===== src/hw/rtl/hhlp_pkg.sv =====
`timescale 1ns / 1ps
`default_nettype none

package hhlp_pkg;

  typedef enum logic [2:0] {
    KIND_NAME  = 3'd0,
    KIND_VALUE = 3'd1,
    KIND_NEND  = 3'd2,
    KIND_HEND  = 3'd3,
    KIND_ERR   = 3'd4
  } kind_e;

  localparam logic [7:0] ChColon = 8'h3A;
  localparam logic [7:0] ChSp    = 8'h20;
  localparam logic [7:0] ChHt    = 8'h09;
  localparam logic [7:0] ChCr    = 8'h0D;
  localparam logic [7:0] ChLf    = 8'h0A;

  localparam int unsigned MaxResults = 3;

  typedef struct packed {
    kind_e      kind;
    logic [7:0] data;
  } result_t;

  // one request's worth of results, cnt is 1..3
  typedef struct packed {
    logic [1:0]  cnt;
    result_t [MaxResults-1:0] res;
  } cmd_t;

  function automatic logic tchar_ok(input logic [7:0] c);
    logic ok;
    ok = (c >= 8'd33) && (c <= 8'd126);
    unique case (c)
      8'h28, 8'h29, 8'h3C, 8'h3E, 8'h40, 8'h2C, 8'h3B, 8'h3A, 8'h5C,
      8'h22, 8'h2F, 8'h5B, 8'h5D, 8'h3F, 8'h3D, 8'h7B, 8'h7D: ok = 1'b0;
      default: ;
    endcase
    return ok;
  endfunction

endpackage

`default_nettype wire


===== src/hw/rtl/http_header_line_parser.sv =====
// a request's first result passes the queue and then the output register
// throughput: one byte per cycle while the queue is not full; a byte's n
//   results share the single output register (up to three on a folded line)
// bytes that yield no result never reach the queue
// reset: asynchronous, clears parser state, queue and output valid
`timescale 1ns / 1ps
`default_nettype none

module http_header_line_parser #(
  parameter int unsigned QueueDepth = 2
) (
  input  wire logic       clk_i,
  input  wire logic       rst_ni,
  input  wire logic       in_valid_i,
  output logic            in_stall_o,
  input  wire logic [7:0] in_byte_i,
  input  wire logic       restart_i,
  output logic            out_valid_o,
  input  wire logic       out_stall_i,
  output logic [2:0]      kind_o,
  output logic [7:0]      out_byte_o,
  output logic            last_o
);

  logic           accept;
  logic           push;
  logic           pop;
  logic           empty;
  logic           full;
  hhlp_pkg::cmd_t cmd_in;
  hhlp_pkg::cmd_t cmd_out;

  assign in_stall_o = full;
  assign accept     = in_valid_i && !full;

  hhlp_front u_front (
    .clk_i     (clk_i),
    .rst_ni    (rst_ni),
    .accept_i  (accept),
    .in_byte_i (in_byte_i),
    .restart_i (restart_i),
    .push_o    (push),
    .cmd_o     (cmd_in)
  );

  hhlp_fifo #(
    .Depth (QueueDepth),
    .Width ($bits(hhlp_pkg::cmd_t))
  ) u_fifo (
    .clk_i   (clk_i),
    .rst_ni  (rst_ni),
    .push_i  (push),
    .wdata_i (cmd_in),
    .pop_i   (pop),
    .rdata_o (cmd_out),
    .empty_o (empty),
    .full_o  (full)
  );

  hhlp_back u_back (
    .clk_i       (clk_i),
    .rst_ni      (rst_ni),
    .cmd_i       (cmd_out),
    .empty_i     (empty),
    .pop_o       (pop),
    .out_valid_o (out_valid_o),
    .out_stall_i (out_stall_i),
    .kind_o      (kind_o),
    .out_byte_o  (out_byte_o),
    .last_o      (last_o)
  );

endmodule

`default_nettype wire


===== src/hw/rtl/hhlp_front.sv =====
`timescale 1ns / 1ps
`default_nettype none

module hhlp_front (
  input  wire logic          clk_i,
  input  wire logic          rst_ni,
  input  wire logic          accept_i,
  input  wire logic [7:0]    in_byte_i,
  input  wire logic          restart_i,
  output logic               push_o,
  output hhlp_pkg::cmd_t     cmd_o
);

  typedef enum logic [2:0] {
    PH_NAME  = 3'd0,
    PH_LWS   = 3'd1,
    PH_VALUE = 3'd2,
    PH_EOL   = 3'd3,
    PH_ERR   = 3'd4
  } phase_e;

  phase_e phase_q, phase_d;
  logic   first_lf_q, first_lf_d;
  logic   pair_q, pair_d;

  hhlp_pkg::result_t nm_res;
  phase_e            nm_phase;
  logic [7:0]        eol_first;
  logic [7:0]        eol_partner;
  logic              is_blank;
  logic              is_eol;

  always_comb begin
    if (hhlp_pkg::tchar_ok(in_byte_i)) begin
      nm_res   = '{kind: hhlp_pkg::KIND_NAME, data: in_byte_i};
      nm_phase = PH_NAME;
    end else if (in_byte_i == hhlp_pkg::ChColon) begin
      nm_res   = '{kind: hhlp_pkg::KIND_NEND, data: 8'd0};
      nm_phase = PH_LWS;
    end else begin
      nm_res   = '{kind: hhlp_pkg::KIND_ERR, data: 8'd0};
      nm_phase = PH_ERR;
    end
  end

  assign eol_first   = first_lf_q ? hhlp_pkg::ChLf : hhlp_pkg::ChCr;
  assign eol_partner = first_lf_q ? hhlp_pkg::ChCr : hhlp_pkg::ChLf;
  assign is_blank    = (in_byte_i == hhlp_pkg::ChSp) || (in_byte_i == hhlp_pkg::ChHt);
  assign is_eol      = (in_byte_i == hhlp_pkg::ChCr) || (in_byte_i == hhlp_pkg::ChLf);

  always_comb begin
    phase_d    = phase_q;
    first_lf_d = first_lf_q;
    pair_d     = pair_q;
    cmd_o      = '0;
    if (restart_i) begin
      phase_d    = PH_NAME;
      first_lf_d = 1'b0;
      pair_d     = 1'b0;
    end else begin
      unique case (phase_q)
        PH_NAME: begin
          cmd_o.cnt    = 2'd1;
          cmd_o.res[0] = nm_res;
          phase_d      = nm_phase;
        end
        PH_LWS, PH_VALUE: begin
          if (is_eol) begin
            phase_d    = PH_EOL;
            first_lf_d = (in_byte_i == hhlp_pkg::ChLf);
            pair_d     = 1'b0;
          end else if (!(is_blank && (phase_q == PH_LWS))) begin
            cmd_o.cnt    = 2'd1;
            cmd_o.res[0] = '{kind: hhlp_pkg::KIND_VALUE, data: in_byte_i};
            phase_d      = PH_VALUE;
          end
        end
        PH_EOL: begin
          if (!pair_q && (in_byte_i == eol_partner)) begin
            pair_d = 1'b1;
          end else if (is_blank) begin
            cmd_o.res[0] = '{kind: hhlp_pkg::KIND_VALUE, data: eol_first};
            if (pair_q) begin
              cmd_o.cnt    = 2'd3;
              cmd_o.res[1] = '{kind: hhlp_pkg::KIND_VALUE, data: eol_partner};
              cmd_o.res[2] = '{kind: hhlp_pkg::KIND_VALUE, data: in_byte_i};
            end else begin
              cmd_o.cnt    = 2'd2;
              cmd_o.res[1] = '{kind: hhlp_pkg::KIND_VALUE, data: in_byte_i};
            end
            phase_d    = PH_VALUE;
            first_lf_d = 1'b0;
            pair_d     = 1'b0;
          end else begin
            cmd_o.cnt    = 2'd2;
            cmd_o.res[0] = '{kind: hhlp_pkg::KIND_HEND, data: 8'd0};
            cmd_o.res[1] = nm_res;
            phase_d      = nm_phase;
            first_lf_d   = 1'b0;
            pair_d       = 1'b0;
          end
        end
        default: begin
          cmd_o.cnt    = 2'd1;
          cmd_o.res[0] = '{kind: hhlp_pkg::KIND_ERR, data: 8'd0};
          phase_d      = PH_ERR;
        end
      endcase
    end
  end

  assign push_o = accept_i && (cmd_o.cnt != 2'd0);

  always_ff @(posedge clk_i or negedge rst_ni) begin
    if (!rst_ni) begin
      phase_q    <= PH_NAME;
      first_lf_q <= 1'b0;
      pair_q     <= 1'b0;
    end else if (accept_i) begin
      phase_q    <= phase_d;
      first_lf_q <= first_lf_d;
      pair_q     <= pair_d;
    end
  end

endmodule

`default_nettype wire


===== src/hw/rtl/hhlp_fifo.sv =====
`timescale 1ns / 1ps
`default_nettype none

// depth of at least two
module hhlp_fifo #(
  parameter int unsigned Depth = 2,
  parameter int unsigned Width = 8
) (
  input  wire logic             clk_i,
  input  wire logic             rst_ni,
  input  wire logic             push_i,
  input  wire logic [Width-1:0] wdata_i,
  input  wire logic             pop_i,
  output logic [Width-1:0]      rdata_o,
  output logic                  empty_o,
  output logic                  full_o
);

  localparam int unsigned PtrW = $clog2(Depth);
  localparam int unsigned CntW = $clog2(Depth + 1);

  logic [Width-1:0] mem_q [Depth];
  logic [PtrW-1:0]  wptr_q, wptr_d;
  logic [PtrW-1:0]  rptr_q, rptr_d;
  logic [CntW-1:0]  cnt_q, cnt_d;
  logic             do_push;
  logic             do_pop;

  assign empty_o = (cnt_q == '0);
  assign full_o  = (cnt_q == CntW'(Depth));
  assign do_push = push_i && !full_o;
  assign do_pop  = pop_i && !empty_o;
  assign rdata_o = mem_q[rptr_q];

  always_comb begin
    wptr_d = wptr_q;
    rptr_d = rptr_q;
    cnt_d  = cnt_q;
    if (do_push) begin
      wptr_d = (wptr_q == PtrW'(Depth - 1)) ? '0 : wptr_q + PtrW'(1);
    end
    if (do_pop) begin
      rptr_d = (rptr_q == PtrW'(Depth - 1)) ? '0 : rptr_q + PtrW'(1);
    end
    if (do_push && !do_pop) begin
      cnt_d = cnt_q + CntW'(1);
    end else if (!do_push && do_pop) begin
      cnt_d = cnt_q - CntW'(1);
    end
  end

  always_ff @(posedge clk_i) begin
    if (do_push) begin
      mem_q[wptr_q] <= wdata_i;
    end
  end

  always_ff @(posedge clk_i or negedge rst_ni) begin
    if (!rst_ni) begin
      wptr_q <= '0;
      rptr_q <= '0;
      cnt_q  <= '0;
    end else begin
      wptr_q <= wptr_d;
      rptr_q <= rptr_d;
      cnt_q  <= cnt_d;
    end
  end

endmodule

`default_nettype wire


===== src/hw/rtl/hhlp_back.sv =====
`timescale 1ns / 1ps
`default_nettype none

module hhlp_back (
  input  wire logic           clk_i,
  input  wire logic           rst_ni,
  input  wire hhlp_pkg::cmd_t cmd_i,
  input  wire logic           empty_i,
  output logic                pop_o,
  output logic                out_valid_o,
  input  wire logic           out_stall_i,
  output logic [2:0]          kind_o,
  output logic [7:0]          out_byte_o,
  output logic                last_o
);

  logic              valid_q;
  logic [1:0]        idx_q, idx_d;
  hhlp_pkg::result_t res_q;
  hhlp_pkg::result_t cur;
  logic              last_q;
  logic              is_last;
  logic              load;

  assign load    = (!valid_q || !out_stall_i) && !empty_i;
  assign cur     = cmd_i.res[idx_q];
  assign is_last = (idx_q == (cmd_i.cnt - 2'd1));
  assign pop_o   = load && is_last;
  assign idx_d   = is_last ? 2'd0 : idx_q + 2'd1;

  always_ff @(posedge clk_i or negedge rst_ni) begin
    if (!rst_ni) begin
      valid_q <= 1'b0;
      idx_q   <= 2'd0;
    end else if (load) begin
      valid_q <= 1'b1;
      idx_q   <= idx_d;
    end else if (!out_stall_i) begin
      valid_q <= 1'b0;
    end
  end

  always_ff @(posedge clk_i) begin
    if (load) begin
      res_q  <= cur;
      last_q <= is_last;
    end
  end

  assign out_valid_o = valid_q;
  assign kind_o      = res_q.kind;
  assign out_byte_o  = res_q.data;
  assign last_o      = last_q;

endmodule

`default_nettype wire

===== config.mk =====
export PLATFORM = sky130hd
export DESIGN_NAME = http_header_line_parser
export DESIGN_NICKNAME = d
export VERILOG_FILES = /design/src/hw/rtl/hhlp_pkg.sv /design/src/hw/rtl/http_header_line_parser.sv /design/src/hw/rtl/hhlp_front.sv /design/src/hw/rtl/hhlp_fifo.sv /design/src/hw/rtl/hhlp_back.sv
export SDC_FILE = /design/constraint.sdc
export NUM_CORES = 1
export LEC_CHECK = 0
export ABC_AREA = 1
export BUFFER_PORTS_ARGS = -buffer_cell sky130_fd_sc_hd__buf_2
export CORE_MARGIN = 2
export CORE_UTILIZATION = 55
export CTS_BUF_LIST = sky130_fd_sc_hd__clkbuf_2 sky130_fd_sc_hd__clkbuf_4 sky130_fd_sc_hd__clkbuf_8
export DETAILED_ROUTE_END_ITERATION = 8
export PLACE_DENSITY = 0.73
export SYNTH_ARGS = -nofsm -noshare
export SYNTH_HDL_FRONTEND = slang
export SYNTH_SLANG_ARGS = --single-unit

===== constraint.sdc =====
create_clock -name clk_i -period 3.98 [get_ports clk_i]
set_clock_uncertainty 0.05 [all_clocks]
set_input_delay 0.199 -clock clk_i [delete_from_list [all_inputs] [get_ports clk_i]]
set_output_delay 0.199 -clock clk_i [all_outputs]
set_load 0.01 [all_outputs]

# [Yosys cells after proc, flatten, opt, wreduce, memory -nomap -nowiden]
# Memories as Yosys holds them, arrays and structs flattened.
# Index checks and enable logic that the tools add are counted.
[totals] mem_count=1 output_inout_bits=14 elab_cells=130 reg_bits=24 ramBits=70
[classes] eq_ne=31 order_cmp=3 mux=47 addsub=6 reduce_logical=31
[memory_table] memory="u_fifo.mem_q" words=2 word_bits=35 rd=1 rd_clocked_by_memory_dff=0 write_ports=1 line_no="hhlp_fifo.sv:22" source="logic [Width-1:0] mem_q [Depth];"
[ops] op="8-bit by 6-bit equality test with 1-bit output (second input constant)" n=12
[ops] op="35-bit two-way mux" n=2
[ops] op="8-bit by 7-bit equality test with 1-bit output (second input constant)" n=6
[ops] op="11-bit two-way mux" n=4
[ops] op="22-bit two-way mux" n=2
[ops] op="11-bit one-hot mux with 3 select lines" n=1
[ops] op="3-bit two-way mux" n=9
[ops] op="9-bit two-way mux" n=3
[ops] op="8-bit by 4-bit equality test with 1-bit output (second input constant)" n=3
[ops] op="11-bit binary-select mux with 2-bit select" n=1
[ops] op="17-bit OR reduction" n=1
[ops] op="1-bit two-way mux" n=16
[ops] op="1-bit logical AND" n=11
[ops] op="3-bit one-hot mux with 3 select lines" n=1
[ops] op="8-bit equality test" n=1
[ops] op="8-bit by 6-bit greater-or-equal comparator with 1-bit output (second input constant)" n=1
[ops] op="8-bit by 7-bit <= comparator with 1-bit output (second input constant)" n=1
[ops] op="2-bit two-way mux" n=4
[ops] op="8-bit two-way mux" n=1
[ops] op="1-bit zero test" n=7
[ops] op="3-bit by 2-bit equality test with 1-bit output (second input constant)" n=2
[ops] op="3-bit AND reduction" n=2
[ops] op="2-bit by 1-bit adder with 2-bit output (second input constant)" n=2
[ops] op="4-bit by 3-bit inequality test with 1-bit output (second input constant)" n=1
[ops] op="other kinds (18)" n=24

# [Depth between registers and ports, before layout]
# Gate-level depths: netlist of run 1.
[logic_depth] word_depth=15 depth_mapped=17

# [Hierarchy]
# A second synthesis of run 1 with hierarchy kept.
[hier_totals] cells_unflattened=514 hier_area_um2=4685.7
[modules_own_cells] module="hhlp_fifo" area_each_um2=2780.2 cells_each=214 seq_area_each_um2=2202.1 instances=1
[modules_own_cells] module="hhlp_front" area_each_um2=1096.1 cells_each=203 seq_area_each_um2=125.1 instances=1
[modules_own_cells] module="hhlp_back" area_each_um2=799.5 cells_each=95 seq_area_each_um2=435.4 instances=1
[modules_own_cells] module="http_header_line_parser" area_each_um2=10.0 cells_each=2 seq_area_each_um2=0.0 instances=1

# [Worst setup path before layout of run 1]
# OpenSTA, ideal clock, no wires.
[synth_path] path_type="input to register" start="input in_byte_i[0]" end="memory u_fifo.mem_q[1][0] (netlist name) (enable)" arrival_ns=2.659 setup_time_ns=0.423 setup_slack_ns=0.848 n_path_buf=1 path_stages=11 cell_sequence="buf_4 > inv_2 > nor2_2 > nand2_2 > o21ai_4 > nand3_1 > nand3_1 > nand2_1 > nand2_1 > nand2_2 > nor2_1"
[synth_via] elab_chain_cells=12
[synth_lines] element="start, declared" line_no="http_header_line_parser.sv:16" source="input wire logic [7:0] in_byte_i,"
[synth_lines] element="8-bit by 6-bit equality test with 1-bit output or 8-bit by 4-bit equality test with 1-bit output (tied branches)" line_no="hhlp_front.sv:48" source="assign is_blank = (in_byte_i == hhlp_pkg::ChSp) || (in_byte_i == hhlp_pkg::ChHt);"
[synth_lines] element="1-bit logical OR" line_no="hhlp_front.sv:48"
[synth_lines] element="1-bit logical AND" line_no="hhlp_front.sv:72" source="end else if (!(is_blank && (phase_q == PH_LWS))) begin"
[synth_lines] element="1-bit two-way mux" line_no="hhlp_front.sv:72"
[synth_lines] element="2-bit two-way mux" line_no="hhlp_front.sv:68" source="if (is_eol) begin"
[synth_lines] element="2-bit one-hot mux with 2 select lines *" line_no="hhlp_front.sv:61" source="unique case (phase_q)"
[synth_lines] element="35-bit two-way mux *" line_no="hhlp_front.sv:56" source="if (restart_i) begin"
[synth_lines] element="2-bit nonzero test *" line_no="hhlp_front.sv:112" source="assign push_o = accept_i && (cmd_o.cnt != 2'd0);"
[synth_lines] element="1-bit logical AND *" line_no="hhlp_front.sv:112"
[synth_lines] element="1-bit logical AND *" line_no="hhlp_fifo.sv:31" source="assign do_push = push_i && !full_o;"
[synth_lines] element="1-bit two-way mux *" line_no="hhlp_fifo.sv:53" source="if (do_push) begin"
[synth_lines] element="1-bit two-way mux (not written as such) *" line_no="hhlp_fifo.sv:54" source="mem_q[wptr_q] <= wdata_i;"
[synth_lines] element="end, declared" line_no="hhlp_fifo.sv:22"
# Mark *: on every way between the ends. The rest lies on a longest branch, timed or not.

# [Final worst setup path of run 1]
[layout_path] start="register u_fifo.rptr_q" end="register u_fifo.cnt_q[1]"
[layout_via] elab_chain_cells=8
[layout_lines] element="start, declared" line_no="hhlp_fifo.sv:24" source="logic [PtrW-1:0] rptr_q, rptr_d;"
[layout_lines] element="start signal, assigned" line_no="hhlp_fifo.sv:65" source="rptr_q <= rptr_d;"
[layout_lines] element="memory 2 x 35 bit *"
[layout_lines] element="2-bit by 1-bit subtractor with 2-bit output *" line_no="hhlp_back.sv:27" source="assign is_last = (idx_q == (cmd_i.cnt - 2'd1));"
[layout_lines] element="2-bit equality test *" line_no="hhlp_back.sv:27"
[layout_lines] element="net u_back.is_last" line_no="hhlp_back.sv:22" source="logic is_last;"
[layout_lines] element="1-bit logical AND *" line_no="hhlp_back.sv:28" source="assign pop_o = load && is_last;"
[layout_lines] element="1-bit logical AND *" line_no="hhlp_fifo.sv:32" source="assign do_pop = pop_i && !empty_o;"
[layout_lines] element="1-bit zero test" line_no="hhlp_fifo.sv:45" source="if (do_push && !do_pop) begin"
[layout_lines] element="1-bit logical AND" line_no="hhlp_fifo.sv:45"
[layout_lines] element="2-bit two-way mux or 2-bit nonzero test (tied branches)"
[layout_lines] element="end signal, assigned" line_no="hhlp_fifo.sv:66" source="cnt_q <= cnt_d;"
[layout_lines] element="end, declared" line_no="hhlp_fifo.sv:25" source="logic [CntW-1:0] cnt_q, cnt_d;"
# Mark *: on every way through the listed nets, which the timed path passes. The rest lies on a longest branch.
# A chain may end at the register's enable or synchronous reset.

==> impl_metrics.json, run 1 <==
{
  "drtAntennaViolNets": 0,
  "yosys.area.top_type": "edfxtp_1",
  "routed_wl_um": 8410,
  "die_area_um2": 8440,
  "portBuffers": 26,
  "final-hold-violation-count": 0,
  "yosys.area_share.xor_xnor_pct": 1.03,
  "synthesis.area_um2": 4250,
  "synth_edf_count": 78,
  "power_density_nw_per_um2": 608,
  "ys_types": 36,
  "placed_cell_area_um2": 4520,
  "hpwl_um": 5980,
  "synth_mux_area_share_pct": 0.236,
  "cts_root_buf": "clkbuf_8",
  "cts_sinks": 90,
  "p_total_mw": 2.88,
  "irDropWorstVdd_v": 0.000267,
  "place.gp.congestion": 0.955,
  "maxSlewHeadroom_pct": 31.6,
  "synth_top_family_by_area": "simple AND/OR/NAND/NOR gates",
  "synth_common_cells": "nor2_1 (80), edfxtp_1 (78), nand2_1 (75)",
  "htreeDepth": 3,
  "io_pins": 27,
  "synthSimpleGateAreaFrac_pct": 19.6,
  "yosysTopAreaCellShare_pct": 55.1,
  "drt_first_iter_violations": 215,
  "fin_area_um2": 4730,
  "drive_gt1_share_pct": 13.5,
  "die_h_um": 91.9,
  "grt_pass1_vias": 2955,
  "antenna_found_initial": 0,
  "max_freq_ghz": 0.363,
  "finalCritPeriodShare_pct": 69.3,
  "cts_tree": "yes",
  "p_leak_nw": 1.95,
  "grt.total_usage_pct": 22.0,
  "grt_overflow": 0,
  "grt_pass1_wl_um": 14200,
  "drt_pre_antenna_iters": 5,
  "endpoint_kind": "flop",
  "synth-async-reset-ratio_pct": 13.3,
  "path_class": "reg2reg",
  "hp-start": "out_stall_i",
  "fp.coreArea_um2": 7610,
  "die_w_um": 91.9,
  "cp-start-kind": "flop",
  "tns_ns": 0,
  "synth.avg_cell_area_um2": 9.59,
  "clock_latency_ns": 0.36,
  "crit_start": "u_fifo.rptr_q$_DFFE_PN0P_",
  "vias": 3134,
  "reg2reg_from": "u_fifo.rptr_q$_DFFE_PN0P_",
  "start_util_pct": 55.9,
  "postCtsSetupRepairBufs": 0,
  "grt_max_degree": 35,
  "slew_viol_final": 0,
  "rows": 32,
  "drt-vias-per-instance": 5.31,
  "synthAdderAreaFrac_pct": 0.294,
  "max_cap_viol_count": 0,
  "synth_ff_type": "edfxtp_1",
  "yosysMostFrequentCell": "nor2_1",
  "synth_area_leaders": "edfxtp_1 (55%), dfrtp_1 (7.1%), nor2_1 (7.1%)",
  "cp.required_ns": 4.18,
  "worstMarginPinSlew_ns": 1.03,
  "rsz0062_at_grt": "false",
  "syn_inst": 443,
  "drc": 0,
  "clk_pin_slew_ns": 0.09,
  "synth-seq-cells": 90,
  "cts_buffers": 9,
  "nNetsFinal": 497,
  "n_antenna_cell": 0,
  "synth-compound-area-share_pct": 10.6,
  "crit_fanout": 34,
  "syn2layout_area_growth_pct": 11.4,
  "finalSetupViolations": 0,
  "hp-class": "in2reg",
  "crit_arrival_ns": 2.95,
  "clk_path_buf_depth": 2,
  "period_needed_ns": 2.76,
  "ys_seq_area_share_pct": 62.2,
  "wl_per_cell_um": 14.3,
  "yosysWarnings": 0,
  "outcome": "finished, final reports clean"
}
==> registers in the layout, summed over array words and instances (netlist names) <==
name	cells
u_front.pair_q	1
u_front.first_lf_q	1
u_back.idx_q	2
u_front.phase_q	3
u_back.out_valid_o	1
u_fifo.mem_q	66
u_fifo.wptr_q	1
u_fifo.rptr_q	1
u_back.last_o	1
u_fifo.cnt_q	2
u_back.kind_o	3
u_back.out_byte_o	8
==> worst paths after layout <==
path	end	slack, ns	cells after the start
max	u_fifo.cnt_q[1]$_DFFE_PN0P_	1.22	10
min	u_back.out_valid_o$_DFFE_PN0P_	0.008	3
max reg2reg	u_fifo.cnt_q[1]$_DFFE_PN0P_	1.22	10
min reg2reg	u_fifo.wptr_q$_DFFE_PN0P_	0.43	2
max in group asynchronous	u_front.phase_q[0]$_DFFE_PN0P_	3.45	2
min in group asynchronous	u_back.idx_q[1]$_DFFE_PN0P_	0.20	2
==> kinds of logic after synthesis <==
family	Yosys count
and+or+nand+nor	198
DFF	90
AOI/OAI and AO/OA	81
buffers and inverters	66
xor gates and xnor gates	5
adders and majority gates	1
other	1
muxes	1
==> per-stage QoR <==
step                      std cells  hold slack (ns)  util, %  setup slack, ns
after global routing            590           0.0417     62.2            0.939
after floorplan                 454           -0.147        -            0.848
after detailed placement        573           0.0574     59.5             1.25
after CTS                       590          0.00146     62.2             1.24
final                           590          0.00765     62.2             1.22
after global placement          573           0.0495     59.5             1.31
==> layout make-up <==
type / instances / area [um^2]
Clock buffer: 9 / 124
Timing Repair Buffer: 30 / 163
Tap cell: 102 / 128
Sequential cell: 90 / 2640
Clock inverter: 7 / 75.1
Inverter: 54 / 203
Multi-Input combinational cell: 298 / 1400
Fill cell: 639 / 2880
==> placed cells by master, fill, tap and decap left out, types with 2 or more instances in the layout <==
cell type / instances
nand2_2: 4
nand3_2: 2
nor3_1: 6
buf_4: 3
o31ai_1: 2
a21oi_1: 11
inv_1: 47
nor2_1: 79
nand3_1: 25
o22ai_1: 10
clkinvlp_4: 3
nand2_1: 75
nor2_2: 3
buf_2: 26
xor2_1: 4
o21ai_0: 50
dfrtp_1: 12
clkbuf_8: 9
inv_6: 2
inv_2: 7
edfxtp_1: 78
conb_1: 12
==> power by group <==
group          switching (mW)  leakage (nW)  total, mW  internal [mW]
sequential              0.139         0.884       1.42           1.28
clock                   0.329        0.0923      0.622          0.293
combinational           0.562         0.975      0.836          0.275
==> repair_timing <==
item	4_1_cts	5_1_grt
resized for setup	0	0
endpoints found under the hold margin	12	0
hold buffers	1	0
==> metal layers <==
layer / GRT usage [%] / wire, um
met5: 0 / 0
met4: 8.33 / 189
met3: 4.52 / 419
met2: 35.0 / 4030
met1: 30.0 / 3770
==> critical path, stage by stage (launching register included) <==
cell	delay, ns
dfrtp_1	1.03
inv_1	0.13
nand2_1	0.09
nand2_1	0.06
xor2_1	0.15
o21ai_0	0.23
nand2_1	0.16
ha_1	0.37
a21oi_1	0.11
o21ai_0	0.11
xor2_1	0.15
Note: power is estimated with default switching activity, not from simulation.
==> inputs of run 2 (changes only) <==
==> constraint.sdc (replaced) <==
create_clock -name clk_i -period 2.7 [get_ports clk_i]
set_clock_uncertainty 0.05 [all_clocks]
set_input_delay 0.135 -clock clk_i [delete_from_list [all_inputs] [get_ports clk_i]]
set_output_delay 0.135 -clock clk_i [all_outputs]
set_load 0.01 [all_outputs]
==> impl_metrics.json, run 2 (synthesis gave the netlist of run 1 again) <==
{
  "crit_fanout": 13,
  "grt_max_degree": 34,
  "p_clk_share_pct": 21.0,
  "finalSetupViolations": 0,
  "cts_tree": "yes",
  "cts_sinks": 90,
  "combPwrFrac_pct": 32.3,
  "r2r_slack_ns": 0.36,
  "crit_arrival_ns": 2.52,
  "wl_per_cell_um": 14.9,
  "postCtsSetupRepairBufs": 0,
  "worstMarginPinSlew_ns": 0.747,
  "grt.total_usage_pct": 22.8,
  "die_h_um": 91.9,
  "slew_viol_final": 0,
  "drtAntennaViolNets": 0,
  "outcome": "finished, final reports clean",
  "largest_register_ffs": 66,
  "final_common_cell": "nor2_1",
  "io_pins": 27,
  "cts_root_buf": "clkbuf_8",
  "drc": 0,
  "irDropWorstVdd_v": 0.000333,
  "reg2reg_from": "u_fifo.rptr_q$_DFFE_PN0P_",
  "seq_area_um2": 2640,
  "clk_pin_slew_ns": 0.10,
  "htreeDepth": 3,
  "final-hold-violation-count": 0,
  "reg2regPathDepth": 11,
  "nNetsFinal": 503,
  "tns_ns": 0,
  "rsz0062_at_grt": "false",
  "vias": 3174,
  "antenna_found_initial": 0,
  "rows": 32,
  "hp-class": "in2async",
  "maxSlewHeadroom_pct": 49.8,
  "clock_latency_ns": 0.35,
  "start_util_pct": 55.9,
  "internal_power_mw": 2.80,
  "p_leak_nw": 1.99,
  "max_cap_viol_count": 0,
  "ctsResizeCount": 0,
  "multi_input_area_um2": 1400,
  "syn2layout_area_growth_pct": 13.0,
  "regMostFlops": "u_fifo.mem_q",
  "reg2reg_to": "u_fifo.cnt_q[1]$_DFFE_PN0P_",
  "die_w_um": 91.9,
  "p_total_mw": 4.33,
  "cts_hold_buf": 2,
  "grt_pass1_wl_um": 14900,
  "drive_gt1_share_pct": 14.4,
  "power.switching_mw": 1.53,
  "fp.coreArea_um2": 7610,
  "finalCritPeriodShare_pct": 86.7,
  "seqPwrFrac_pct": 46.7,
  "drt_first_iter_violations": 275,
  "mostFrequentLayoutCells": "nor2_1 (79), edfxtp_1 (78), nand2_1 (75)",
  "drt_pre_antenna_iters": 5,
  "die_area_um2": 8440,
  "fillerInstances": 632,
  "period_needed_ns": 2.34,
  "endpoint_kind": "flop",
  "routed_wl_um": 8860,
  "place.gp.congestion": 0.924,
  "n_antenna_cell": 0,
  "path_class": "reg2reg",
  "cp-start-kind": "flop",
  "grt_pass1_vias": 3111,
  "hpwl_um": 6320,
  "drt-vias-per-instance": 5.33,
  "cts_buffers": 9,
  "p_sw_share_pct": 35.4,
  "max_freq_ghz": 0.427,
  "power_density_nw_per_um2": 901,
  "grt_overflow": 0,
  "clk_path_buf_depth": 2,
  "cp.required_ns": 2.88,
  "portBuffers": 26
}
[run 2: how the worst max path moves through the flow]
| stage | from | to |
|---|---|---|
| detailed placement | in_byte_i[5] | u_fifo.cnt_q[1]$_DFFE_PN0P_ |
| finish | u_fifo.rptr_q$_DFFE_PN0P_ | u_fifo.cnt_q[1]$_DFFE_PN0P_ |
| CTS | u_fifo.rptr_q$_DFFE_PN0P_ | u_fifo.cnt_q[1]$_DFFE_PN0P_ |
| floorplan | in_byte_i[0] | u_fifo.mem_q[1][0]$_DFFE_PP_ |
| global route | u_fifo.rptr_q$_DFFE_PN0P_ | u_fifo.cnt_q[1]$_DFFE_PN0P_ |
| global placement | in_byte_i[5] | u_fifo.cnt_q[1]$_DFFE_PN0P_ |
[run 2: cell type report]
| type | count | share of cell area [%] |
|---|---|---|
| repair buffers | 36 | 4.90 |
| clock inverters | 6 | 1.35 |
| well taps | 102 | 2.66 |
| multi-input cells | 298 | 29.1 |
| clock buffers | 10 | 2.74 |
| flip-flops and latches | 90 | 55.0 |
| inverters | 54 | 4.22 |
[run 2: power by group through the flow]
stage               registers [mW]  clock network, mW  logic [mW]
floorplan                     2.07                  0       0.877
global placement              2.04                  0        1.36
detailed placement            2.05                  0        1.39
CTS                           2.02              0.926        1.41
global route                  2.05              0.983        1.59
finish                        2.02              0.910        1.40
[run 2: metal layers]
metal  global-route usage, %  part of all wire (%)  vias up
met5                       0                     0        -
li1                        -                     -     1569
met2                    37.4                    48       94
met3                    3.53                   4.2       17
met4                    8.71                   2.2        0
met1                    30.8                    45     1494
[run 2: stage by stage]
step                      worst slack [ns]  hold slack [ns]  std cells  utilization, %  area (um^2)
final                                0.358            0.122        596            63.1         4800
after global placement               0.417          -0.0203        578            60.3         4590
after detailed placement             0.350          -0.0187        578            60.3         4590
after floorplan                      0.186           -0.211        454               -         4290
after CTS                            0.383            0.125        596            63.1         4800
after global routing                 0.158            0.140        596            63.1         4800
[run 2: worst max-delay path, stage by stage, from the launching register on]
cell	delay [ns]
dfrtp_1	0.49
buf_4	0.24
nand2_1	0.06
nand2_1	0.08
xor2_1	0.18
nand2_1	0.07
o21ai_0	0.11
nand2_1	0.19
ha_1	0.36
a21oi_1	0.12
o21ai_0	0.11
xor2_1	0.15
==> inputs of run 3 (changes only) <==
--- a/config.mk
+++ b/config.mk
@@ -11,7 +11,7 @@
 export CORE_UTILIZATION = 55
 export CTS_BUF_LIST = sky130_fd_sc_hd__clkbuf_2 sky130_fd_sc_hd__clkbuf_4 sky130_fd_sc_hd__clkbuf_8
 export DETAILED_ROUTE_END_ITERATION = 8
-export PLACE_DENSITY = 0.73
+export PLACE_DENSITY_LB_ADDON = 0.1
 export SYNTH_ARGS = -nofsm -noshare
 export SYNTH_HDL_FRONTEND = slang
 export SYNTH_SLANG_ARGS = --single-unit
==> impl_metrics.json, run 3 (synthesis gave the netlist of run 1 again) <==
{
  "p_sw_share_pct": 34.5,
  "cts_tree": "yes",
  "drt-vias-per-instance": 5.27,
  "cp-start-kind": "flop",
  "tns_ns": 0,
  "drt_pre_antenna_iters": 5,
  "start_util_pct": 55.9,
  "power.switching_mw": 1.53,
  "rows": 32,
  "rsz0062_at_grt": "false",
  "clk_pin_slew_ns": 0.10,
  "outcome": "finished, final reports clean",
  "postCtsSetupRepairBufs": 0,
  "cts_sinks": 90,
  "die_h_um": 91.9,
  "finalSetupViolations": 0,
  "p_clk_share_pct": 23.5,
  "die_w_um": 91.9,
  "layout_setup_ws_ns": 0.376,
  "crit_fanout": 8,
  "portBuffers": 26,
  "n_antenna_cell": 0,
  "grt.total_usage_pct": 22.1,
  "irDropWorstVdd_v": 0.000372,
  "whs_ns": 0.126,
  "drtAntennaViolNets": 0,
  "cts_root_buf": "clkbuf_8",
  "routed_wl_um": 8830,
  "regMostFlops": "u_fifo.mem_q",
  "final-hold-violation-count": 0,
  "clock_latency_ns": 0.36,
  "grt_pass1_wl_um": 14200,
  "grt_pass1_vias": 2903,
  "dpl_worst_slack_ns": 0.333,
  "path_class": "reg2reg",
  "htreeDepth": 3,
  "crit_arrival_ns": 2.52,
  "antenna_found_initial": 0,
  "mostFrequentLayoutCells": "nor2_1 (79), edfxtp_1 (78), nand2_1 (75)",
  "drc": 0,
  "crit_start": "u_fifo.rptr_q$_DFFE_PN0P_",
  "cts_hold_buf": 2,
  "hp-class": "in2async",
  "maxSlewHeadroom_pct": 48.4,
  "combPwrFrac_pct": 31.0,
  "reg2reg_from": "u_fifo.rptr_q$_DFFE_PN0P_",
  "drt_first_iter_violations": 181,
  "ctsResizeCount": 0,
  "worstMarginPinSlew_ns": 0.768,
  "drive_gt1_share_pct": 14.2,
  "hpwl_um": 6140,
  "power_density_nw_per_um2": 916,
  "cts_buffers": 9,
  "wl_per_cell_um": 14.8,
  "clk_path_buf_depth": 2,
  "max_cap_viol_count": 0,
  "cp.required_ns": 2.89,
  "place.gp.congestion": 0.995,
  "internal_power_mw": 2.90,
  "die_area_um2": 8440,
  "p_leak_nw": 2.00,
  "largest_register_ffs": 66,
  "fp.coreArea_um2": 7610,
  "io_pins": 27,
  "grt_overflow": 0,
  "finalCritPeriodShare_pct": 86.1,
  "final_common_cell": "nor2_1",
  "seqPwrFrac_pct": 45.5,
  "period_needed_ns": 2.32,
  "slew_viol_final": 0,
  "vias": 3137,
  "endpoint_kind": "flop",
  "syn2layout_area_growth_pct": 13.7,
  "nNetsFinal": 502,
  "grt_max_degree": 34,
  "max_freq_ghz": 0.430
}
[run 3: power by group through the flow]
stage	clock, mW	combinational, mW	sequential, mW
global route	1.11	1.56	2.05
detailed placement	0	1.37	2.05
CTS	1.05	1.38	2.01
floorplan	0	0.877	2.07
global placement	0	1.36	2.03
finish	1.04	1.37	2.01
[run 3: cell type report]
class                      instances  area, um^2
fill                             655        2780
inverter                          54         203
tap                              102         128
timing repair buffer              35         228
clock inverter                     6        95.1
sequential                        90        2640
clock buffer                      10         138
multi-input combinational        298        1400
[run 3: stage by stage]
stage / std cells / total power, mW / util (%) / area, um^2
2_1_floorplan: 454 / 2.95 / - / 4290
3_3_place_gp: 577 / 3.40 / 60.2 / 4580
3_5_place_dp: 577 / 3.42 / 60.2 / 4580
4_1_cts: 595 / 4.45 / 63.5 / 4830
5_1_grt: 595 / 4.71 / 63.5 / 4830
6_report: 595 / 4.43 / 63.5 / 4830
[run 3: critical path, cell delays in order, from the launching register on]
cell	delay, ns
dfrtp_1	0.55
mux2i_1	0.35
nand2_1	0.08
o21ai_0	0.25
nand2_1	0.20
ha_1	0.36
a21oi_1	0.11
o21ai_0	0.11
xor2_1	0.15
[run 3: path summary, 6_finish.rpt]
kind,endpoint,depth (start not counted),slack (ns)
max,u_fifo.cnt_q[1]$_DFFE_PN0P_,8,0.38
min,u_fifo.rptr_q$_DFFE_PN0P_,2,0.13
max reg2reg,u_fifo.cnt_q[1]$_DFFE_PN0P_,8,0.38
min reg2reg,u_fifo.wptr_q$_DFFE_PN0P_,2,0.43
max in group asynchronous,u_front.first_lf_q$_DFFE_PN0P_,2,2.24
min in group clk_i,u_fifo.mem_q[1][4]$_DFFE_PP_,3,0.13
[run 3: routing by layer]
| layer | GRT usage (%) | vias up | wire [um] |
|---|---|---|---|
| li1 | - | 1565 | - |
| met1 | 30.9 | 1461 | 4110 |
| met2 | 34.2 | 93 | 4130 |
| met3 | 4.60 | 18 | 386 |
| met4 | 8.58 | 0 | 202 |
| met5 | 0 | - | 0 |
